$ cat config.mk
export PLATFORM = sky130hd
export DESIGN_NAME = pcm_byte_to_sample_unpack_top_flat
export DESIGN_NICKNAME = d
export VERILOG_FILES = /design/src/hw/rtl/pcmunpk_pkg.sv /design/src/hw/rtl/pcmunpk_in_if.sv /design/src/hw/rtl/pcmunpk_out_if.sv /design/src/hw/rtl/pcmunpk_asm.sv /design/src/hw/rtl/pcmunpk_outq.sv /design/src/hw/rtl/pcm_byte_to_sample_unpack_top.sv /design/src/flat_wrapper.sv
export VERILOG_INCLUDE_DIRS = /design/src /design/src/hw/rtl
export SDC_FILE = /design/constraint.sdc
export NUM_CORES = 1
export LEC_CHECK = 0
export BUFFER_PORTS_ARGS = -buffer_cell sky130_fd_sc_hd__buf_2
export CELL_PAD_IN_SITES_DETAIL_PLACEMENT = 0
export CELL_PAD_IN_SITES_GLOBAL_PLACEMENT = 1
export CORE_ASPECT_RATIO = 1.75
export CORE_MARGIN = 1.5
export CORE_UTILIZATION = 45
export DETAILED_ROUTE_END_ITERATION = 8
export PLACE_DENSITY_LB_ADDON = 0.1
export SKIP_CTS_REPAIR_TIMING = 1
export SYNTH_ARGS = -nofsm -noshare
export SYNTH_HDL_FRONTEND = slang
export SYNTH_HIERARCHICAL = 1
export SYNTH_SLANG_ARGS = --single-unit
$ cat constraint.sdc
create_clock -name clk -period 5.15 [get_ports clk]
set_input_delay 0.2575 -clock clk [delete_from_list [all_inputs] [get_ports clk]]
set_output_delay 0.2575 -clock clk [all_outputs]
set_load 0.01 [all_outputs]
$ cat src/hw/rtl/pcm_byte_to_sample_unpack_top_macros.svh
// assertion macros for the pcm sample unpacker
`ifndef PCM_BYTE_TO_SAMPLE_UNPACK_TOP_MACROS_SVH
`define PCM_BYTE_TO_SAMPLE_UNPACK_TOP_MACROS_SVH

// same-cycle implication, checked out of reset
`define PCMUNPK_ASSERT_NOW(label, ante, cons) \
  label: assert property (@(posedge clk) disable iff (!rst_n) (ante) |-> (cons)) \
    else $error("pcmunpk: same-cycle check failed");

// next-cycle implication, checked out of reset
`define PCMUNPK_ASSERT_NEXT(label, ante, cons) \
  label: assert property (@(posedge clk) disable iff (!rst_n) (ante) |=> (cons)) \
    else $error("pcmunpk: next-cycle check failed");

`endif

$ cat src/hw/rtl/pcmunpk_pkg.sv
// package: types and constants of the pcm sample unpacker
`default_nettype none
package pcmunpk_pkg;

  localparam int unsigned BYTE_W     = 8;
  localparam int unsigned WORD_W     = 32;
  localparam int unsigned PART_W     = 24;
  localparam int unsigned BPS_W      = 3;
  localparam int unsigned CHCNT_W    = 2;
  localparam int unsigned CFG_IDX_W  = 2;
  localparam int unsigned CFG_DATA_W = 3;

  // register indexes
  localparam logic [CFG_IDX_W-1:0] REG_BYTES_PER_SAMPLE = 2'd0;
  localparam logic [CFG_IDX_W-1:0] REG_CHANNEL_COUNT    = 2'd1;
  localparam logic [CFG_IDX_W-1:0] REG_LITTLE_ENDIAN    = 2'd2;

  // reset values of the registers
  localparam logic [BPS_W-1:0]   BPS_RESET   = 3'd2;
  localparam logic [CHCNT_W-1:0] CHCNT_RESET = 2'd2;
  localparam logic               LE_RESET    = 1'b1;

  localparam logic [CHCNT_W-1:0] CHCNT_MONO   = 2'd1;
  localparam logic [CHCNT_W-1:0] CHCNT_STEREO = 2'd2;

  localparam logic [BYTE_W-1:0] SIGN_FLIP = 8'h80;

  typedef struct packed {
    logic [BPS_W-1:0]   bytes_per_sample;
    logic [CHCNT_W-1:0] channel_count;
    logic               little_endian;
  } cfg_t;

  typedef struct packed {
    logic              valid;
    logic              mono;
    logic              channel;
    logic [WORD_W-1:0] word;
  } res_t;

endpackage
`default_nettype wire

$ cat src/hw/rtl/pcmunpk_in_if.sv
// byte input channel of the pcm sample unpacker
`default_nettype none
interface pcmunpk_in_if;
  logic       valid;
  logic       ready;
  logic [7:0] data_byte;
  logic       restart;

  modport source (output valid, output data_byte, output restart, input ready);
  modport sink (input valid, input data_byte, input restart, output ready);
endinterface
`default_nettype wire

$ cat src/hw/rtl/pcmunpk_out_if.sv
// sample output channel of the pcm sample unpacker
`default_nettype none
interface pcmunpk_out_if;
  logic               valid;
  logic               ready;
  logic signed [31:0] sample_word;
  logic               channel;
  logic               last;

  modport source (output valid, output sample_word, output channel, output last,
                  input ready);
  modport sink (input valid, input sample_word, input channel, input last,
                output ready);
endinterface
`default_nettype wire

$ cat src/hw/rtl/pcmunpk_asm.sv
// sample assembler: byte position, partial sample and channel state
`default_nettype none
module pcmunpk_asm
  import pcmunpk_pkg::*;
(
  input  wire logic              clk,
  input  wire logic              rst_n,
  input  wire cfg_t              cfg,
  input  wire logic              byte_valid,
  input  wire logic [BYTE_W-1:0] data_byte,
  input  wire logic              restart,
  input  wire logic              take,
  output res_t                   res
);

  logic [1:0]        pos_r, pos_nxt, pos_eff;
  logic [PART_W-1:0] part_r, part_nxt, part_eff;
  logic              nch_r, nch_nxt, nch_eff;
  logic              supported;
  logic              complete;
  logic [BPS_W-1:0]  last_pos;
  logic [WORD_W-1:0] word;

  always_comb begin
    pos_eff  = restart ? 2'd0 : pos_r;
    part_eff = restart ? '0 : part_r;
    nch_eff  = restart ? 1'b0 : nch_r;

    supported = (cfg.bytes_per_sample >= 3'd1) && (cfg.bytes_per_sample <= 3'd4) &&
                ((cfg.channel_count == CHCNT_MONO) || (cfg.channel_count == CHCNT_STEREO));
    last_pos  = cfg.bytes_per_sample - 3'd1;
    complete  = ({1'b0, pos_eff} >= last_pos);

    // held bytes sit in arrival order, first byte in the low bits
    word = '0;
    unique case (cfg.bytes_per_sample)
      3'd1: begin
        word = {data_byte, 24'h0};
        if (cfg.little_endian) word[WORD_W-1 -: BYTE_W] = data_byte ^ SIGN_FLIP;
      end
      3'd2: word = cfg.little_endian ? {data_byte, part_eff[7:0], 16'h0}
                                     : {part_eff[7:0], data_byte, 16'h0};
      3'd3: word = cfg.little_endian ? {data_byte, part_eff[15:8], part_eff[7:0], 8'h0}
                                     : {part_eff[7:0], part_eff[15:8], data_byte, 8'h0};
      3'd4: word = cfg.little_endian
                   ? {data_byte, part_eff[23:16], part_eff[15:8], part_eff[7:0]}
                   : {part_eff[7:0], part_eff[15:8], part_eff[23:16], data_byte};
      default: word = '0;
    endcase

    res.valid   = byte_valid && supported && complete;
    res.mono    = (cfg.channel_count == CHCNT_MONO);
    res.channel = res.mono ? 1'b0 : nch_eff;
    res.word    = word;

    pos_nxt  = pos_eff;
    part_nxt = part_eff;
    nch_nxt  = nch_eff;
    if (supported) begin
      if (complete) begin
        pos_nxt  = 2'd0;
        part_nxt = '0;
        nch_nxt  = res.mono ? 1'b0 : ~nch_eff;
      end else begin
        pos_nxt = pos_eff + 2'd1;
        unique case (pos_eff)
          2'd0:    part_nxt[7:0]   = data_byte;
          2'd1:    part_nxt[15:8]  = data_byte;
          2'd2:    part_nxt[23:16] = data_byte;
          default: part_nxt        = part_eff;
        endcase
      end
    end
  end

  always_ff @(posedge clk) begin
    if (!rst_n) begin
      pos_r  <= 2'd0;
      part_r <= '0;
      nch_r  <= 1'b0;
    end else if (take) begin
      pos_r  <= pos_nxt;
      part_r <= part_nxt;
      nch_r  <= nch_nxt;
    end
  end

endmodule
`default_nettype wire

$ cat src/hw/rtl/pcmunpk_outq.sv
// result register: holds one sample and replays mono samples as right
`default_nettype none
`include "pcm_byte_to_sample_unpack_top_macros.svh"
module pcmunpk_outq
  import pcmunpk_pkg::*;
(
  input  wire logic     clk,
  input  wire logic     rst_n,
  input  wire res_t     res,
  input  wire logic     load,
  output logic          can_load,
  pcmunpk_out_if.source out_ch
);

  logic              valid_r, valid_nxt;
  logic              dup_r, dup_nxt;
  logic              chan_r, chan_nxt;
  logic              last_r, last_nxt;
  logic [WORD_W-1:0] word_r, word_nxt;
  logic              fire;

  assign fire     = valid_r && out_ch.ready;
  assign can_load = !valid_r || (out_ch.ready && !dup_r);

  always_comb begin
    valid_nxt = valid_r;
    dup_nxt   = dup_r;
    chan_nxt  = chan_r;
    last_nxt  = last_r;
    word_nxt  = word_r;
    if (fire) begin
      if (dup_r) begin
        // mono: same word again as the right channel
        dup_nxt  = 1'b0;
        chan_nxt = 1'b1;
        last_nxt = 1'b1;
      end else begin
        valid_nxt = 1'b0;
      end
    end
    if (load && res.valid) begin
      valid_nxt = 1'b1;
      dup_nxt   = res.mono;
      chan_nxt  = res.channel;
      last_nxt  = !res.mono;
      word_nxt  = res.word;
    end
  end

  always_ff @(posedge clk) begin
    if (!rst_n) begin
      valid_r <= 1'b0;
      dup_r   <= 1'b0;
    end else begin
      valid_r <= valid_nxt;
      dup_r   <= dup_nxt;
    end
  end

  always_ff @(posedge clk) begin
    chan_r <= chan_nxt;
    last_r <= last_nxt;
    word_r <= word_nxt;
  end

  assign out_ch.valid       = valid_r;
  assign out_ch.sample_word = $signed(word_r);
  assign out_ch.channel     = chan_r;
  assign out_ch.last        = last_r;

  `PCMUNPK_ASSERT_NOW(a_dup_needs_valid, dup_r, valid_r)
  `PCMUNPK_ASSERT_NOW(a_notlast_is_dup, valid_r && !last_r, dup_r && !chan_r)
  `PCMUNPK_ASSERT_NEXT(a_dup_replays_right, fire && dup_r,
                       valid_r && chan_r && last_r && $stable(word_r))

endmodule
`default_nettype wire

$ cat src/hw/rtl/pcm_byte_to_sample_unpack_top.sv
// PCM byte-to-sample unpacker: takes one raw byte per item and puts out
// left-justified 32-bit samples, 8/16/24/32 bit, big or little endian, mono
// duplicated to left then right. A byte can be taken every cycle unless its
// sample waits for the result register; it passes the input register, then
// the result register. A mono sample holds the result register until its
// right copy is sent. The user must write configuration only while no item
// is in flight; the block itself does not enforce it.
`default_nettype none
module pcm_byte_to_sample_unpack_top
  import pcmunpk_pkg::*;
(
  input  wire logic                  clk,
  input  wire logic                  rst_n,
  pcmunpk_in_if.sink                 in_ch,
  pcmunpk_out_if.source              out_ch,
  input  wire logic                  cfg_we,
  input  wire logic [CFG_IDX_W-1:0]  cfg_index,
  input  wire logic [CFG_DATA_W-1:0] cfg_data
);

  cfg_t              cfg_r;
  logic              s1_valid_r;
  logic [BYTE_W-1:0] s1_byte_r;
  logic              s1_restart_r;
  res_t              res;
  logic              can_load;
  logic              advance;
  logic              in_fire;

  always_ff @(posedge clk) begin
    if (!rst_n) begin
      cfg_r.bytes_per_sample <= BPS_RESET;
      cfg_r.channel_count    <= CHCNT_RESET;
      cfg_r.little_endian    <= LE_RESET;
    end else if (cfg_we) begin
      unique case (cfg_index)
        REG_BYTES_PER_SAMPLE: cfg_r.bytes_per_sample <= cfg_data[BPS_W-1:0];
        REG_CHANNEL_COUNT:    cfg_r.channel_count    <= cfg_data[CHCNT_W-1:0];
        REG_LITTLE_ENDIAN:    cfg_r.little_endian    <= cfg_data[0];
        default:              cfg_r                  <= cfg_r;
      endcase
    end
  end

  // a byte that makes no sample moves on even while the output stalls
  assign advance     = s1_valid_r && (!res.valid || can_load);
  assign in_ch.ready = !s1_valid_r || advance;
  assign in_fire     = in_ch.valid && in_ch.ready;

  always_ff @(posedge clk) begin
    if (!rst_n) begin
      s1_valid_r <= 1'b0;
    end else if (in_ch.ready) begin
      s1_valid_r <= in_ch.valid;
    end
  end

  always_ff @(posedge clk) begin
    if (in_fire) begin
      s1_byte_r    <= in_ch.data_byte;
      s1_restart_r <= in_ch.restart;
    end
  end

  pcmunpk_asm u_asm (
    .clk        (clk),
    .rst_n      (rst_n),
    .cfg        (cfg_r),
    .byte_valid (s1_valid_r),
    .data_byte  (s1_byte_r),
    .restart    (s1_restart_r),
    .take       (advance),
    .res        (res)
  );

  pcmunpk_outq u_outq (
    .clk      (clk),
    .rst_n    (rst_n),
    .res      (res),
    .load     (advance),
    .can_load (can_load),
    .out_ch   (out_ch)
  );

endmodule
`default_nettype wire

$ cat src/flat_wrapper.sv
// flat-port wrapper written by rule: the top's interface ports become plain ports
module pcm_byte_to_sample_unpack_top_flat import pcmunpk_pkg::*;
  (clk, rst_n, cfg_we, cfg_index, cfg_data, in_ch_valid, in_ch_data_byte, in_ch_restart, in_ch_ready, out_ch_valid, out_ch_sample_word, out_ch_channel, out_ch_last, out_ch_ready);
  pcmunpk_in_if in_ch_i ();
  pcmunpk_out_if out_ch_i ();
  input  wire logic clk;
  input  wire logic rst_n;
  input  wire logic cfg_we;
  input  wire logic [CFG_IDX_W-1:0] cfg_index;
  input  wire logic [CFG_DATA_W-1:0] cfg_data;
  input wire logic [$bits(in_ch_i.valid)-1:0] in_ch_valid;
  input wire logic [$bits(in_ch_i.data_byte)-1:0] in_ch_data_byte;
  input wire logic [$bits(in_ch_i.restart)-1:0] in_ch_restart;
  output wire logic [$bits(in_ch_i.ready)-1:0] in_ch_ready;
  output wire logic [$bits(out_ch_i.valid)-1:0] out_ch_valid;
  output wire logic [$bits(out_ch_i.sample_word)-1:0] out_ch_sample_word;
  output wire logic [$bits(out_ch_i.channel)-1:0] out_ch_channel;
  output wire logic [$bits(out_ch_i.last)-1:0] out_ch_last;
  input wire logic [$bits(out_ch_i.ready)-1:0] out_ch_ready;
  assign in_ch_i.valid = in_ch_valid;
  assign in_ch_i.data_byte = in_ch_data_byte;
  assign in_ch_i.restart = in_ch_restart;
  assign in_ch_ready = in_ch_i.ready;
  assign out_ch_valid = out_ch_i.valid;
  assign out_ch_sample_word = out_ch_i.sample_word;
  assign out_ch_channel = out_ch_i.channel;
  assign out_ch_last = out_ch_i.last;
  assign out_ch_i.ready = out_ch_ready;
  pcm_byte_to_sample_unpack_top u_core (.clk(clk), .rst_n(rst_n), .in_ch(in_ch_i), .out_ch(out_ch_i), .cfg_we(cfg_we), .cfg_index(cfg_index), .cfg_data(cfg_data));
endmodule
=== After elaboration in Yosys (flattened, before gate mapping) ===
Index checks and enable logic that the tools add are counted.

* Output and inout bits: 36
* Input port bits: 19
* Register bits: 79
* Logic and storage cells: 87

* Bitwise gates (word level): 2
* Multiplexer cells: 28
* Add/subtract/negate cells: 2
* Magnitude comparators: 3
* Reduce and logical (&&, ||, !) cells: 27
* Equal/unequal tests: 11

{| class="wikitable"
|+ Operators with widths
! cell !! number
|-
| $pmux W32 S4 || 1
|-
| $mux W32 || 3
|-
| $mux W24 || 3
|-
| $mux W8 || 4
|-
| $mux W1 || 14
|-
| $reduce_and A2 Y1 || 5
|-
| $logic_and A1 B1 Y1 || 9
|-
| $eq A2 B1 Y1 const B || 3
|-
| $eq A2 B2 Y1 const B || 3
|-
| $eq A3 B2 Y1 const B || 2
|-
| $mux W2 || 3
|-
| $logic_not A1 Y1 || 5
|-
| $logic_not A2 Y1 || 2
|-
| $logic_or A1 B1 Y1 || 4
|-
| $reduce_bool A2 Y1 || 2
|-
| $eq A3 B1 Y1 const B || 1
|-
| $eq A3 B3 Y1 const B || 1
|-
| $ge A2 B3 Y1 || 1
|-
| $ge A3 B1 Y1 const B || 1
|-
| $le A3 B3 Y1 const B || 1
|-
| $sub A3 B1 Y3 const B || 1
|-
| $add A2 B1 Y2 const B || 1
|-
| $ne A2 B1 Y1 const B || 1
|-
| $not A1 Y1 || 2
|}

=== Depth between registers and ports, before layout ===
Gate-level depths: netlist of the first run.

* Word-level depth: 11
* Depth in mapped cells: 12

=== By module ===
Netlist of the first run, hierarchy kept.

{| class="wikitable"
|+ By module, submodules not included
! module !! cells each !! area each (µm²) !! instances !! sequential area each (µm²)
|-
| pcmunpk_asm || 193 || 1,767.9 || 1 || 540.5
|-
| pcmunpk_outq || 48 || 1,139.8 || 1 || 1,061.0
|-
| pcm_byte_to_sample_unpack_top || 43 || 589.3 || 1 || 410.4
|}

=== Worst setup path before layout of the first run ===
OpenSTA, ideal clock, no wires.

* Path kind: register to register
* Start: register u_core.s1_restart_r
* End: register u_core.u_outq.word_r[0], in the netlist u_core/u_outq/out_ch.sample_word[0], enable pin
* Clock period less this slack: 3,640 ps
* Setup time: 387 ps
* Stages on the path, launching flop included: 11
* Path slack: 1,510 ps
* Data required time: 4,763 ps
* Buffers on the path: 1
* Arrival: 3,253 ps
* Cells stage by stage: edfxtp_1 -> clkbuf_1 -> nand2b_1 -> ha_1 -> nand2b_1 -> a21oi_1 -> nor2_1 -> and3_1 -> a21boi_0 -> nand2_2 -> inv_1

{| class="wikitable"
|+ RTL lines
! item !! RTL line !! source
|-
| start, declared || pcm_byte_to_sample_unpack_top.sv:24 || <nowiki>logic s1_restart_r;</nowiki>
|-
| start signal, assigned || pcm_byte_to_sample_unpack_top.sv:61 || <nowiki>s1_restart_r <= in_ch.restart;</nowiki>
|-
| end signal, assigned || pcmunpk_outq.sv:63 || <nowiki>word_r <= word_nxt;</nowiki>
|-
| end, declared || pcmunpk_outq.sv:19 || <nowiki>logic [WORD_W-1:0] word_r, word_nxt;</nowiki>
|}

==> results.py, run 1 <==
metrics = {
    "global_route": {
        "antenna_found_initial": 0,
        "use_met2": 0.350,
        "use_met3": 0.0395,
        "grt_max_degree": 33,
        "first_global_vias": 2420,
        "grt_overflow": 0,
        "busiest_layer": "met2",
        "grtUsageTotal": 0.193,
        "grt_pass1_wl_um": 12200,
        "use_met1": 0.199,
    },
    "drt": {
        "vias": 2456,
        "first_iter_violations": 227,
        "first_pass_iters": 4,
        "via_per_inst": 5.70,
        "drtAntennaViolNets": 0,
        "drc": 0,
        "wl_per_cell_um": 17.9,
        "wl_um": 7720,
    },
    "synth": {
        "syn-cell-area_um2": 3500,
        "syn_avg_cell_area_um2": 12.3,
        "syn-num-nets": 312,
        "ys_seq_elements": 79,
        "synthTopCellsByCount": "43 x edfxtp_1, 36 x dfxtp_1, 31 x a22o_1",
        "synthTopCellsByArea": "edfxtp_1 37%, dfxtp_1 21%, a22o_1 7.8%",
        "yosys_warnings": 6,
        "syn_inst": 284,
        "synth.most_common_cell": "edfxtp_1",
        "yosys_most_used_dff": "edfxtp_1",
        "yosysTopAreaCell": "edfxtp_1",
        "synth.distinct_cells": 49,
        "synth_edf_count": 43,
        "async_flop_share": 0,
        "ys_seq_area_frac": 0.575,
        "synth_top_cell_area_share": 0.369,
    },
    "setup_path": {
        "cp_data_arrival_time_ps": 3660,
        "cp-end-kind": "flip-flop",
        "worstSetupPathType": "reg2reg",
        "crit_slowest_cell": "a21boi_0",
        "worstPathMaxFanout": 32,
        "cp_cell_sequence": "buf_4, nand2b_1, ha_1, nand2b_1, a21oi_1, nor2_1, and3_1, a21boi_0, nand2_2, inv_1, buf_4",
        "startpoint_type": "flip-flop",
        "worstPathRequired_ps": 5140,
        "max_stage_delay_ps": 680,
    },
    "timing": {
        "fin_setup_tns_ps": 0,
        "rsz0062_at_grt": "false",
        "fin_skew_ps": 3.86,
        "final_max_slew_viol_count": 0,
        "finalHoldViolCount": 0,
        "finalCriticalPeriod_ps": 3670,
        "finalSetupViolations": 0,
        "finalCritPeriodShare": 0.713,
        "relSlewSlack": 0.418,
        "max_freq_mhz": 272,
        "worst_slew_pin_slew_ps": 866,
    },
    "job": {
        "cap_viol_max_count": 0,
    },
    "clock_network": {
        "clkSinkCount": 79,
        "clock_latency_ps": 330,
        "cts_tree": "done",
        "cts_buffer_depth": 2,
        "clk_pin_slew_worst_paths_ps": 60,
        "cts-buffers-inserted": 9,
        "root_buffer": "clkbuf_16",
        "htreeDepth": 3,
    },
    "final_layout": {
        "register_area_um2": 2010,
        "multi_input_area_um2": 1360,
        "fin_area_um2": 4110,
        "fillCellCount": 692,
        "nets": 366,
        "final_core_util": 0.544,
        "areaGrowthSynthToFinish_pct": 17.6,
        "drive_gt1_frac": 0.248,
        "n_antenna_cell": 0,
    },
    "run_status": {
        "status": "complete, no violations",
    },
    "floorplan": {
        "start_util": 0.462,
        "pin_count": 55,
        "std_cell_rows": 42,
        "die_w_um": 69.6,
        "coreArea_um2": 7570,
        "die_area_um2": 8330,
        "fp.dieH_um": 120,
    },
    "worst_hold_path": {
        "min_path_type": "in2reg",
    },
    "pwr": {
        "ir_worst_vdd_v": 0.000156,
        "p_leak_nw": 1.66,
        "p_per_area_nw_per_um2": 348,
    },
    "place": {
        "hpwlAfterDp_um": 5460,
        "place_congestion": 0.831,
        "portBuffers": 54,
        "post_dp_cell_area_um2": 3820,
    },
}
[power breakdown]
group          internal [mW]  switching, mW  total [mW]
clock                  0.387          0.239       0.626
combinational         0.0420         0.0644       0.106
sequential             0.680         0.0182       0.698
[cell type report]
cell class	count	area share
multi-input cells	179	0.332
repair buffers	56	0.0693
clock buffers	12	0.0599
inverters	13	0.0119
clock inverters	4	0.0116
flip-flops and latches	79	0.489
well taps	88	0.0268
[routing by layer]
metal,vias up,routed length (µm)
li1,1185,-
met1,1185,2830
met2,71,4290
met3,15,339
met4,0,266
met5,-,0
[critical path: cells and delay by family, from the launching register on]
family          cells  cell delay [ps]
flops               1              350
buf+inv             3              680
simple gates        5              920
fa+ha+maj           1              290
compound gates      2             1050
[registers in the layout, indices dropped and copies added, names as in the netlist, 2 cells and up]
register / cells
u_core/cfg_r: 6
u_core/s1_byte_r: 8
u_core/u_asm/part_r: 24
u_core/u_asm/pos_r: 2
u_core/u_outq/out_ch.sample_word: 32
[logic make-up (layout without fill, tap and decap cells)]
kind of cell / count (synthesis) / count (layout) / share of synthesized area
multiplexers: 15 / 15 / 0.0429
XOR/XNOR: 2 / 2 / 0.00501
flip-flops: 79 / 79 / 0.575
AND/OR/NAND/NOR: 66 / 66 / 0.114
adder cells (fa/ha/maj): 9 / 9 / 0.0322
buffers and inverters: 26 / 85 / 0.0347
AO/OA/AOI/OAI: 87 / 87 / 0.196
[worst paths after layout]
path	start	endpoint	slack, ps	cells past startpoint
max reg2reg	u_core/s1_restart_r	u_core/u_outq/out_ch.sample_word[23]	1480	11
min reg2reg	u_core/cfg_r[1]	u_core/cfg_r[1]	480	2
min	in_ch_data_byte[7]	u_core/s1_byte_r[7]	100	1
max	u_core/s1_restart_r	u_core/u_outq/out_ch.sample_word[23]	1480	11
[per-stage QoR]
step,worst slack [ps],total power [mW],hold slack [ps],std cells
after floorplan,1510,0.781,356,284
after global placement,1580,0.816,435,415
after detailed placement,1450,0.818,439,415
after CTS,1450,1.44,91.5,431
after global routing,1080,1.48,93.7,431
final,1480,1.43,97.1,431
[placed cells by master, fill, tap and decap left out, types with 3 or more instances in the layout]
master     synthesis  routed
clkbuf_16          0       9
dfxtp_1           36      36
a21oi_1            9       9
nor2_1            13      13
buf_2              1      54
edfxtp_1          43      43
a22oi_1           10      10
nand2_1           10      10
nor3b_1            7       7
ha_1               9       9
nor2b_1            7       7
a21oi_4            3       3
a22o_1            31      31
o22ai_1           17      17
mux2i_1           15      15
nand2b_1           7       7
inv_1             12      12
o21ai_1            3       3
No activity file was read; power rests on OpenSTA's default activity.
==> run 2, diff against run 1 <==
==> constraint.sdc (replaced) <==
create_clock -name clk -period 3.4 [get_ports clk]
set_input_delay 0.17 -clock clk [delete_from_list [all_inputs] [get_ports clk]]
set_output_delay 0.17 -clock clk [all_outputs]
set_load 0.01 [all_outputs]
==> results.py, run 2 (same netlist as run 1, synthesis figures left out) <==
metrics = {
    "global_route": {
        "grtUsageTotal": 0.202,
        "antenna_found_initial": 0,
        "grt_overflow": 0,
        "first_global_vias": 2456,
        "grt_pass1_wl_um": 12900,
        "grt_max_degree": 33,
    },
    "setup_path": {
        "r2r_start": "u_core/s1_restart_r",
        "cp_cell_sequence": "nand2b_1, ha_1, nand2b_1, o21ai_1, buf_4, nor2_1, and3_1, a21boi_0, nand2_2, clkinvlp_4",
        "crit_buf_inv": 2,
        "worst-path-stages": 10,
        "max_stage_delay_ps": 570,
        "cp_top_family": "simple AND/OR/NAND/NOR gates",
        "startpoint_type": "flip-flop",
        "r2r-end": "u_core/u_outq/out_ch.sample_word[15]",
        "cp-end-kind": "flip-flop",
        "crit_top_cell": "nand2b_1",
        "cp_data_arrival_time_ps": 2850,
        "crit_slowest_cell": "clkinvlp_4",
        "crit_path_start": "u_core/s1_restart_r",
        "worstSetupPathType": "reg2reg",
        "ff2ff_setup_slack_ps": 420,
        "worstPathRequired_ps": 3270,
        "worstPathMaxFanout": 32,
        "rr_worst_depth": 10,
        "critPathCapture": "u_core/u_outq/out_ch.sample_word[15]",
    },
    "timing": {
        "rsz0062_at_grt": "false",
        "relSlewSlack": 0.339,
        "finalHoldViolCount": 0,
        "fin_setup_tns_ps": 0,
        "fin_skew_ps": 2.94,
        "max_freq_mhz": 336,
        "worst_slew_pin_slew_ps": 983,
        "finalCriticalPeriod_ps": 2980,
        "finalSetupViolations": 0,
        "fin_ws_ps": 421,
        "final_max_slew_viol_count": 0,
        "finalCritPeriodShare": 0.876,
    },
    "drt": {
        "top_layer": "met4",
        "met2WireLength_um": 4470,
        "first_pass_iters": 4,
        "wl_met3_um": 317,
        "drtAntennaViolNets": 0,
        "drc": 0,
        "vias": 2505,
        "wl_um": 7880,
        "wl_met1_um": 2890,
        "wl_per_cell_um": 18.1,
        "first_iter_violations": 269,
        "via_per_inst": 5.76,
    },
    "floorplan": {
        "std_cell_rows": 42,
        "coreArea_um2": 7570,
        "die_area_um2": 8330,
        "fp.dieH_um": 120,
        "start_util": 0.462,
        "die_w_um": 69.6,
        "pin_count": 55,
    },
    "final_layout": {
        "drive_gt1_frac": 0.256,
        "final_common_cell": "buf_2",
        "nets": 370,
        "instances_no_fill": 435,
        "final_core_util": 0.548,
        "fillCellCount": 683,
        "fin_area_um2": 4150,
        "largest_register_ff_count": 32,
        "n_antenna_cell": 0,
        "final_cell_mix": "54 x buf_2, 43 x edfxtp_1, 36 x dfxtp_1, 31 x a22o_1, 17 x o22ai_1",
        "areaGrowthSynthToFinish_pct": 18.6,
    },
    "job": {
        "cap_viol_max_count": 0,
    },
    "pwr": {
        "seqPwrFrac": 0.486,
        "p_leak_nw": 1.67,
        "p_per_area_nw_per_um2": 522,
        "p_int_mw": 1.69,
        "ir_worst_vdd_v": 0.000259,
        "p_sw_frac": 0.221,
        "combPwrFrac": 0.080,
        "power_frac_clock": 0.434,
        "power.switching_mw": 0.479,
    },
    "clock_network": {
        "clk_pin_slew_worst_paths_ps": 50,
        "cts-buffers-inserted": 9,
        "root_buffer": "clkbuf_16",
        "cts_tree": "done",
        "clkSinkCount": 79,
        "clock_latency_ps": 330,
        "htreeDepth": 3,
        "cts_buffer_depth": 2,
    },
    "place": {
        "hpwlAfterDp_um": 5670,
        "pre_cts_ws_ps": 434,
        "placedCellCount": 419,
        "place_congestion": 0.841,
        "portBuffers": 54,
        "post_dp_cell_area_um2": 3850,
    },
    "worst_hold_path": {
        "min_path_type": "in2reg",
    },
    "run_status": {
        "status": "complete, no violations",
    },
}
run 2: worst reg2reg max path, cell delays in order, from the launching register on:
cell and delay (ps):
edfxtp_1 380, nand2b_1 210, ha_1 290, nand2b_1 110, o21ai_1 60, buf_4 150, nor2_1 140, and3_1 250
a21boi_0 150, nand2_2 170, clkinvlp_4 570
run 2: how the worst min path moves through the flow:
stage                       start                   to  slack, ps  depth (start not counted)
2_1_floorplan  in_ch_data_byte[0]  u_core/s1_byte_r[0]        270                          0
3_3_place_gp   in_ch_data_byte[5]  u_core/s1_byte_r[5]        350                          1
3_5_place_dp   in_ch_data_byte[5]  u_core/s1_byte_r[5]        350                          1
4_1_cts        in_ch_data_byte[5]  u_core/s1_byte_r[5]      -0.09                          1
5_1_grt        in_ch_data_byte[5]  u_core/s1_byte_r[5]         10                          1
6_report       in_ch_data_byte[5]  u_core/s1_byte_r[5]         10                          1
run 2: per-layer routing:
metal,vias to the layer above,track usage
met2,75,0.382
met4,0,0.0950
met5,-,0
met3,14,0.0428
li1,1194,-
met1,1222,0.208
run 2: area by class of cell:
cell class	instances	area [µm²]	area share
multi-input cells	179	1360	0.329
well taps	88	110	0.0266
flip-flops and latches	79	2010	0.485
inverters	13	52.6	0.0127
clock buffers	13	250	0.0603
clock inverters	3	42.5	0.0103
repair buffers	60	315	0.0760
run 2: stage by stage:
stage,hold WS (ps),power [mW]
after floorplan,269,1.18
after global placement,349,1.25
after detailed placement,352,1.25
after CTS,-0.0907,2.19
after global routing,9.54,2.24
final,14.9,2.17
run 2: power groups by stage:
stage / registers (mW) / logic, mW / clock network [mW]
floorplan: 1.07 / 0.115 / 0
global placement: 1.07 / 0.171 / 0
detailed placement: 1.07 / 0.172 / 0
CTS: 1.05 / 0.173 / 0.963
global route: 1.06 / 0.189 / 0.997
finish: 1.05 / 0.174 / 0.939
==> run 3, diff against run 2 <==
--- a/config.mk
+++ b/config.mk
@@ -6,12 +6,13 @@
 export SDC_FILE = /design/constraint.sdc
 export NUM_CORES = 1
 export LEC_CHECK = 0
+export ABC_AREA = 1
 export BUFFER_PORTS_ARGS = -buffer_cell sky130_fd_sc_hd__buf_2
 export CELL_PAD_IN_SITES_DETAIL_PLACEMENT = 0
 export CELL_PAD_IN_SITES_GLOBAL_PLACEMENT = 1
 export CORE_ASPECT_RATIO = 1.75
 export CORE_MARGIN = 1.5
-export CORE_UTILIZATION = 45
+export CORE_UTILIZATION = 43
 export DETAILED_ROUTE_END_ITERATION = 8
 export PLACE_DENSITY_LB_ADDON = 0.1
 export SKIP_CTS_REPAIR_TIMING = 1
==> results.py, run 3 <==
metrics = {
    "job": {
        "cap_viol_max_count": 0,
    },
    "clock_network": {
        "root_buffer": "clkbuf_16",
        "cts_tree": "done",
        "cts_buffer_depth": 2,
        "clock_latency_ps": 330,
        "htreeDepth": 3,
        "cts-buffers-inserted": 9,
        "clk_pin_slew_worst_paths_ps": 60,
        "clkSinkCount": 79,
    },
    "drt": {
        "drc": 0,
        "first_pass_iters": 5,
        "wl_um": 11600,
        "vias": 3848,
        "via_per_inst": 5.14,
        "first_iter_violations": 216,
        "wl_per_cell_um": 15.5,
        "drtAntennaViolNets": 0,
    },
    "place": {
        "place_congestion": 0.837,
        "pre_cts_ws_ps": 477,
        "hpwlAfterDp_um": 8560,
        "portBuffers": 54,
    },
    "synth": {
        "synth_top_cell_area_share": 0.297,
        "synthTopCellsByCount": "178 x nand2_1, 69 x inv_1, 49 x nand3_1",
        "syn_inst": 572,
        "yosys_warnings": 6,
        "yosysTopAreaCell": "edfxtp_1",
        "ys_seq_area_frac": 0.464,
        "synthTopCellsByArea": "edfxtp_1 30%, dfxtp_1 17%, nand2_1 15%",
        "synth.most_common_cell": "nand2_1",
        "syn-cell-area_um2": 4340,
        "ys_seq_elements": 79,
        "synth_edf_count": 43,
        "async_flop_share": 0,
        "syn_avg_cell_area_um2": 7.59,
        "synth.distinct_cells": 37,
        "yosys_most_used_dff": "edfxtp_1",
        "syn-num-nets": 600,
    },
    "pwr": {
        "power_frac_clock": 0.428,
        "ir_worst_vdd_v": 0.000264,
        "power_mw": 2.39,
        "p_leak_nw": 2.14,
        "p_int_mw": 1.77,
        "p_sw_frac": 0.258,
        "power.switching_mw": 0.615,
        "combPwrFrac": 0.128,
        "p_per_area_nw_per_um2": 476,
        "seqPwrFrac": 0.444,
    },
    "global_route": {
        "grt_max_degree": 40,
        "first_global_vias": 3593,
        "grt_pass1_wl_um": 18100,
        "grtUsageTotal": 0.224,
        "grt_overflow": 0,
        "antenna_found_initial": 0,
    },
    "timing": {
        "fin_setup_tns_ps": 0,
        "finalCritPeriodShare": 0.859,
        "final_max_slew_viol_count": 0,
        "worst_slew_pin_slew_ps": 1120,
        "finalCriticalPeriod_ps": 2920,
        "max_freq_mhz": 342,
        "rsz0062_at_grt": "false",
        "fin_skew_ps": 5.66,
        "relSlewSlack": 0.251,
        "finalHoldViolCount": 0,
        "fin_ws_ps": 478,
        "finalSetupViolations": 0,
    },
    "floorplan": {
        "start_util": 0.441,
        "std_cell_rows": 48,
        "die_w_um": 78.9,
        "fp.dieH_um": 136,
        "coreArea_um2": 9850,
        "die_area_um2": 10700,
        "pin_count": 55,
    },
    "final_layout": {
        "final_common_cell": "nand2_1",
        "fillCellCount": 1013,
        "n_antenna_cell": 0,
        "drive_gt1_frac": 0.170,
        "areaGrowthSynthToFinish_pct": 15.6,
        "largest_register_ff_count": 32,
        "final_cell_mix": "178 x nand2_1, 69 x inv_1, 54 x buf_2, 49 x nand3_1",
        "nets": 647,
        "final_core_util": 0.510,
    },
    "setup_path": {
        "worstPathRequired_ps": 3440,
        "worstSetupPathType": "reg2reg",
        "cp-end-kind": "flip-flop",
        "startpoint_type": "flip-flop",
        "cp_data_arrival_time_ps": 2970,
        "worstPathMaxFanout": 33,
    },
    "worst_hold_path": {
        "min_path_type": "in2reg",
    },
    "run_status": {
        "status": "complete, no violations",
    },
}
==> run 3: changes by cell type after synthesis, sizes merged, moves of 11 or more <==
cell,before,now
nand2,11,183
inv,12,73
nand3,3,51
nor2,13,47
a22o,31,0
o21ai,6,34
a21oi,12,34
mux2i,15,0
clkbuf,5,16
==> run 3: final cells by class <==
cell class,count,area (µm²),share of cell area
inverters,74,278,0.0553
clock buffers,11,233,0.0464
clock inverters,5,82.6,0.0165
multi-input cells,391,1910,0.381
flip-flops and latches,79,2010,0.401
repair buffers,64,345,0.0688
well taps,125,156,0.0312
==> run 3: routing by layer <==
layer / vias to the layer above / share of wire / track usage
met3: 34 / 0.033 / 0.0376
li1: 1949 / - / -
met1: 1757 / 0.39 / 0.236
met5: - / 0 / 0
met4: 0 / 0.056 / 0.142
met2: 108 / 0.52 / 0.406
==> run 3: worst max-delay path, cell delays in order, from the launching register on <==
cell	delay, ps
dfxtp_1	420
inv_1	110
ha_1	220
nand2_4	140
nand2_1	60
nor2_1	190
nor2_4	160
nand2_1	90
nor2_1	60
a21boi_0	180
buf_4	220
nand2_2	100
inv_2	510
nand2_2	150
==> run 3: worst paths after layout <==
| check | from | endpoint | slack (ps) | cells past startpoint |
|---|---|---|---|---|
| worst max-delay path | u_core/cfg_r[4] | u_core/u_outq/out_ch.last | 480 | 13 |
| worst min-delay path | in_ch_restart | u_core/s1_restart_r | 9 | 1 |
| worst max register to register | u_core/cfg_r[4] | u_core/u_outq/out_ch.last | 480 | 13 |
| worst min register to register | u_core/cfg_r[2] | u_core/cfg_r[2] | 460 | 2 |
==> run 3: per-stage QoR <==
step / area [µm²] / instances / hold slack, ps
global route: 5020 / 749 / 0.592
CTS: 5020 / 749 / 0.412
detailed placement: 4700 / 733 / 348
floorplan: 4340 / 572 / 255
global placement: 4700 / 733 / 347
finish: 5020 / 749 / 8.71
==> run 3: logic make-up after synthesis <==
| group | share of synthesized area |
|---|---|
| xor+xnor | 0.00202 |
| fa+ha+maj | 0.0259 |
| buf+inv | 0.0960 |
| compound gates | 0.132 |
| flops | 0.464 |
| simple gates | 0.280 |
==> run 3: power by group through the flow <==
stage / clock, mW / sequential (mW) / combinational [mW]
floorplan: 0 / 1.07 / 0.224
detailed placement: 0 / 1.08 / 0.304
finish: 1.02 / 1.06 / 0.306
CTS: 1.04 / 1.06 / 0.305
global placement: 0 / 1.08 / 0.303
global route: 1.08 / 1.06 / 0.340
